### src/sv/assert_macros.svh
// Assertion macros shared by the spectral flux beat detector modules.
`ifndef ASSERT_MACROS_SVH
`define ASSERT_MACROS_SVH

// Checked on every rising clock edge outside of reset.
`define SFBD_ASSERT(name, prop, msg) \
   name: assert property (@(posedge clock) disable iff (reset) (prop)) else $error(msg);

// Checked on every rising clock edge, reset included.
`define SFBD_ASSERT_ALWAYS(name, prop, msg) \
   name: assert property (@(posedge clock) (prop)) else $error(msg);

`endif

### src/sv/sfbd_pkg.sv
// Shared constants and types of the spectral flux beat detector.
package sfbd_pkg;

   localparam int BINS = 512;
   localparam int MAG_W = 16;
   localparam int THR_W = 16;
   localparam int HOLD_W = 8;
   localparam int IDX_W = $clog2(BINS);
   localparam int FILL_W = IDX_W + 1;
   localparam int SUM_W = MAG_W + $clog2(BINS);
   localparam int MEAN_SHIFT = $clog2(BINS + 1) - 1;

   localparam logic [IDX_W-1:0] LAST_INDEX = IDX_W'(BINS - 1);
   localparam logic [FILL_W-1:0] FILL_MAX = FILL_W'(BINS);
   localparam logic [SUM_W-1:0] MEAN_MAX = {{(SUM_W - MAG_W){1'b0}}, {MAG_W{1'b1}}};

   localparam int CSR_INDEX_W = 1;
   localparam int CSR_DATA_W = 16;
   localparam logic [CSR_INDEX_W-1:0] CSR_FLUX_THRESHOLD = 1'd0;
   localparam logic [CSR_INDEX_W-1:0] CSR_HOLDOFF_FRAMES = 1'd1;

   localparam logic [THR_W-1:0] THRESHOLD_RESET = 16'd77;
   localparam logic [HOLD_W-1:0] HOLDOFF_RESET = 8'd10;

   typedef struct packed {
      logic beat;
      logic [MAG_W-1:0] flux_mean;
   } sfbd_result_type;

endpackage

### src/sv/sfbd_interfaces.sv


interface sfbd_rsp_if;
   logic valid;
   logic ready;
   logic beat;
   logic [sfbd_pkg::MAG_W-1:0] flux_mean;

   modport source (output valid, output beat, output flux_mean, input ready);
   modport sink (input valid, input beat, input flux_mean, output ready);
endinterface

### src/sv/sfbd_out_fifo.sv
// Two-word result queue that drives the result channel.
`include "assert_macros.svh"

module sfbd_out_fifo (
   input  logic                       clock,
   input  logic                       reset,
   input  logic                       push,
   input  sfbd_pkg::sfbd_result_type  push_data,
   output logic [1:0]                 count,
   sfbd_rsp_if.source                 rsp_if
);

   sfbd_pkg::sfbd_result_type entry_ff [2];
   logic       wr_ptr_ff, wr_ptr_in;
   logic       rd_ptr_ff, rd_ptr_in;
   logic [1:0] count_ff, count_in;
   logic       pop;

   assign pop = rsp_if.valid && rsp_if.ready;

   always_comb begin
      wr_ptr_in = push ? ~wr_ptr_ff : wr_ptr_ff;
      rd_ptr_in = pop ? ~rd_ptr_ff : rd_ptr_ff;
      count_in = count_ff + {1'b0, push} - {1'b0, pop};
   end

   always_ff @(posedge clock) begin
      if (reset) begin
         wr_ptr_ff <= 1'b0;
         rd_ptr_ff <= 1'b0;
         count_ff <= '0;
      end else begin
         wr_ptr_ff <= wr_ptr_in;
         rd_ptr_ff <= rd_ptr_in;
         count_ff <= count_in;
      end
   end

   always_ff @(posedge clock) begin
      if (push) begin
         entry_ff[wr_ptr_ff] <= push_data;
      end
   end

   assign count = count_ff;
   assign rsp_if.valid = count_ff != 2'd0;
   assign rsp_if.beat = entry_ff[rd_ptr_ff].beat;
   assign rsp_if.flux_mean = entry_ff[rd_ptr_ff].flux_mean;

   `SFBD_ASSERT(a_no_overflow, !(push && !pop && count_ff == 2'd2), "Result word pushed into a full queue.")
   `SFBD_ASSERT(a_count_bounded, count_ff <= 2'd2, "Result queue count out of range.")

endmodule

### src/flat_wrapper.sv
// flat-port wrapper written by rule: the top's interface ports become plain ports
module sfbd_out_fifo_flat 
  (clock, reset, push, push_data, count, rsp_if_valid, rsp_if_beat, rsp_if_flux_mean, rsp_if_ready);
  sfbd_rsp_if rsp_if_i ();
  input  logic clock;
  input  logic reset;
  input  logic push;
  input  sfbd_pkg::sfbd_result_type push_data;
  output logic [1:0] count;
  output wire logic [$bits(rsp_if_i.valid)-1:0] rsp_if_valid;
  output wire logic [$bits(rsp_if_i.beat)-1:0] rsp_if_beat;
  output wire logic [$bits(rsp_if_i.flux_mean)-1:0] rsp_if_flux_mean;
  input wire logic [$bits(rsp_if_i.ready)-1:0] rsp_if_ready;
  assign rsp_if_valid = rsp_if_i.valid;
  assign rsp_if_beat = rsp_if_i.beat;
  assign rsp_if_flux_mean = rsp_if_i.flux_mean;
  assign rsp_if_i.ready = rsp_if_ready;
  sfbd_out_fifo u_core (.clock(clock), .reset(reset), .push(push), .push_data(push_data), .count(count), .rsp_if(rsp_if_i));
endmodule
### config.mk
export PLATFORM = sky130hd
export DESIGN_NAME = sfbd_out_fifo_flat
export DESIGN_NICKNAME = d
export VERILOG_FILES = /design/src/sv/sfbd_pkg.sv /design/src/sv/sfbd_interfaces.sv /design/src/sv/sfbd_out_fifo.sv /design/src/flat_wrapper.sv
export VERILOG_INCLUDE_DIRS = /design/src /design/src/sv
export SDC_FILE = /design/constraint.sdc
export NUM_CORES = 1
export LEC_CHECK = 0
export BUFFER_PORTS_ARGS = -buffer_cell sky130_fd_sc_hd__buf_2
export CAP_MARGIN = 10
export CORE_ASPECT_RATIO = 0.9
export CORE_MARGIN = 2
export CORE_UTILIZATION = 54
export DETAILED_ROUTE_END_ITERATION = 10
export MAX_ROUTING_LAYER = met4
export PLACE_DENSITY = 0.86
export SLEW_MARGIN = 10
export SYNTH_ARGS = -nofsm -noshare
export SYNTH_HDL_FRONTEND = slang
export SYNTH_SLANG_ARGS = --single-unit
### constraint.sdc
create_clock -name clock -period 5.5 [get_ports clock]
set_clock_uncertainty 0.15 [all_clocks]
set_input_delay 1.65 -clock clock [delete_from_list [all_inputs] [get_ports clock]]
set_output_delay 1.65 -clock clock [all_outputs]
set_load 0.1 [all_outputs]
; ---- Word-level counts from Yosys, hierarchy flattened
; Memories as Yosys holds them, arrays and structs flattened. A register that Yosys moved wholly into a read port is not among the register bits.
; Cells that the tools add are included.
[totals]
n_memories = 1
ff_bits = 4
word_cells = 14
mem_bits_rw = 34
[memory_table]
columns = name, words, word_bits, rd, rd_ports_with_merged_regs, write_ports, line
row1 = u_core.entry_ff, 2, 17, 1, 1, 1, sfbd_out_fifo.sv:13  ; sfbd_pkg::sfbd_result_type entry_ff [2];
[classes]
n_bitwise = 2
reduce_logical = 2
n_addsub = 2
muxes = 4
[op_table]
columns = operator, count
row1 = 1-bit 2-to-1 mux, 4
row2 = 2-bit by 1-bit adder with 2-bit output, 1
row3 = 1-bit inverter, 2
row4 = 2-bit nonzero test, 1
row5 = 2-bit by 1-bit subtractor with 2-bit output, 1
row6 = 1-bit logical AND, 1

; ---- Longest topological paths before layout
[logic_depth]
depth_word = 4
mapped_depth = 6
mapped_depth_nobuf = 6

; ---- Worst setup path before layout
; No wires, ideal clock.
[synth_timing]
kind = register to output
from = register u_core.count_ff[1] (netlist: u_core.count[1])
to = output rsp_if_valid
path_slack_ns = 2.140
arrival_time_ns = 1.560
stages_incl_launch_ff = 2
t_required_ns = 3.700
cell_sequence = dfxtp_1 > or2_2
[synth_between]
elab_chain_cells = 1
[synth_rtl]
columns = element, line
row1 = "start, declared", sfbd_out_fifo.sv:16  ; logic [1:0] count_ff, count_in;
row2 = "start signal, assigned", sfbd_out_fifo.sv:35  ; count_ff <= count_in;
row3 = 2-bit nonzero test, sfbd_out_fifo.sv:46  ; assign rsp_if.valid = count_ff != 2'd0;
row4 = "end, declared", flat_wrapper.sv:10  ; output wire logic [$bits(rsp_if_i.valid)-1:0] rsp_if_valid;
; Every way passes these cells.

==> flow_summary.json <==
{
  "cap_viol_max_count": 0,
  "synth_cell_type_count": 14,
  "synth_area_leaders": "edfxtp_1 (69%), mux2_2 (15%), dfxtp_1 (6.8%)",
  "coreArea_um2": 2531,
  "area_growth_syn_to_layout_pct": 19.51,
  "cp-start-kind": "flip-flop",
  "final_area_um2": 1763,
  "slew_viol_final": 0,
  "clkTransAtPathRegs_ps": 100,
  "worstPathRequired_ps": 3700,
  "ys_async_sr_fraction": 0,
  "grt_usage": 0.1577,
  "seq_area_frac_synth": 0.7600,
  "syn_nets": 98,
  "cts_sinks": 39,
  "whs_ps": 424.2,
  "synth_common_cells": "edfxtp_1 (34), mux2_2 (19), dfxtp_1 (5)",
  "gp_congestion": 0.6076,
  "setup_tns_ps": 0,
  "initial_core_util": 0.5828,
  "crit_family": "flip-flops",
  "hold_path_depth": 2,
  "status": "finished clean",
  "cp_num_buf_inv": 1,
  "hold_viol": 0,
  "synth_area_um2": 1475,
  "synth_top_area_share": 0.6921,
  "placed_area_um2": 1687,
  "grt_pass1_vias": 731,
  "final_nets": 143,
  "p_per_area_nw_per_um2": 565.9,
  "vias": 782,
  "io_buffers": 40,
  "clk_latency_ps": 340,
  "hold_start": "u_core.wr_ptr_ff",
  "wl_per_cell_um": 15.04,
  "holdCritPathClass": "reg2reg",
  "cts_tree": "built",
  "r2r_slack_ps": 3900,
  "fmax_mhz": 272.1,
  "netlist_instances": 75,
  "drt_iter0_drc": 14,
  "crit_path_max_incr_delay_ps": 820,
  "grt_overflow_total": 0,
  "ys_warn_count": 0,
  "antenna_found_initial": 0,
  "reg2regPathDepth": 6,
  "post-route-drc-count": 0,
  "ys.flop_type": "edfxtp_1",
  "worstReg2RegEnd": "u_core.count[1]",
  "drt_pass1_iterations": 4,
  "die_area_um2": 3167,
  "min_period_ps": 3675,
  "viasPerCell": 5.248,
  "synth_edf_count": 34,
  "yosysMostFrequentCell": "edfxtp_1",
  "rows": 17,
  "hold_end": "u_core.wr_ptr_ff",
  "htree_levels": 2,
  "critPathArrivalTime_ps": 1870,
  "yosys_register_bits": 39,
  "grt_max_degree": 18,
  "cts-root-buf": "clkbuf_4",
  "path_cells": "mux2_2, buf_2",
  "ir_drop_v": 0.0003825,
  "post_cts_resize_count": 0,
  "setup_viol": 0,
  "worstSetupPathType": "reg2out",
  "postCtsSetupBuffers": 0,
  "rsz0062_at_grt": "false",
  "cpMaxStageDelayCell": "dfxtp_1",
  "syn_area_per_cell_um2": 19.67,
  "layout-drive-gt1-share": 0.5620,
  "wirelength_um": 2241,
  "dieWidth_um": 59.10,
  "grt_pass1_wl_um": 3201,
  "tightest_slew_ps": 890.2,
  "hold_buffers": 0,
  "dp_hpwl_um": 1445,
  "yosys.area.top_type": "edfxtp_1",
  "io_pins": 41,
  "drt.antenna.violating_nets": 0,
  "cp-end-kind": "primary output",
  "critPathMaxFanout": 17,
  "power_leakage_nw": 0.6974,
  "clockBufferDepth": 2,
  "final.period_utilization": 0.6681,
  "worst_r2r_startpoint": "u_core.count[1]",
  "antennaDiodeCount": 0,
  "relSlewSlack": 0.4038,
  "chipHeight_um": 53.59,
  "cts_buffers": 5
}
[cell type report]
type,instances,area [µm²]
fillers,180,768.2
clock inverters,3,38.79
inverters,2,7.507
clock buffers,5,37.54
flip-flops and latches,39,1121
well taps,28,35.03
repair buffers,40,200.2
multi-input cells,32,322.8
[placed cells by master, fill, tap and decap left out, types with 2 or more instances in the layout]
cell / count
buf_2: 40
edfxtp_1: 34
mux2_2: 19
dfxtp_1: 5
clkbuf_4: 5
nor2_1: 3
inv_1: 2
nor2b_1: 2
ha_1: 2
[power breakdown]
part | switching [mW] | internal (mW) | total (mW)
combinational | 0.341 | 0.0972 | 0.438
sequential | 0.0270 | 0.352 | 0.379
clock | 0.0877 | 0.0935 | 0.181
total | 0.455 | 0.542 | 0.998
[kinds of logic (layout without fill, tap and decap cells)]
kind of cell	count (synthesis)	in the layout	share of synthesized area
compound gates	1	1	0.005091
xor+xnor	2	2	0.02120
fa+ha+maj	2	2	0.01696
buf+inv	4	50	0.02290
flops	39	39	0.7600
mux	19	19	0.1450
simple gates	8	8	0.02884
[worst max-delay path by stage]
stage                          from                   to  cells past startpoint
finish                    flip-flop  rsp_if_flux_mean[3]                      2
global route              flip-flop  rsp_if_flux_mean[2]                      2
CTS                       flip-flop  rsp_if_flux_mean[3]                      2
detailed placement        flip-flop  rsp_if_flux_mean[3]                      2
global placement          flip-flop  rsp_if_flux_mean[2]                      2
floorplan           u_core.count[1]         rsp_if_valid                      1
[flip-flops by register name, indices dropped and copies added, names as in the netlist, named ones only]
signal and flops:
u_core.entry_ff 34, u_core.rd_ptr_ff 1, u_core.count 2, u_core.wr_ptr_ff 1
[worst register-to-register path, stage by stage, from the launching register on]
cell	delay, ps
dfxtp_1	360
o21a_1	240
ha_1	290
inv_1	60
ha_1	150
xnor3_1	210
nor2_1	90
[routing by layer]
metal,share of wire,track usage,up-vias
met4,0.030,0.1250,0
met1,0.41,0.1631,373
li1,-,-,373
met3,0.054,0.04327,8
met5,0,-,-
met2,0.51,0.2556,28
[stage by stage]
stage                       util  total power, mW  setup WS [ps]  instances
after floorplan                -           0.7743           2140         75
after global placement    0.6663           0.8163           2188        141
after detailed placement  0.6663           0.8243           2177        141
after CTS                 0.6965            1.006           1790        149
after global routing      0.6965            1.032           1701        149
final                     0.6965           0.9976           1825        149
No activity file was read; power rests on OpenSTA's default activity.
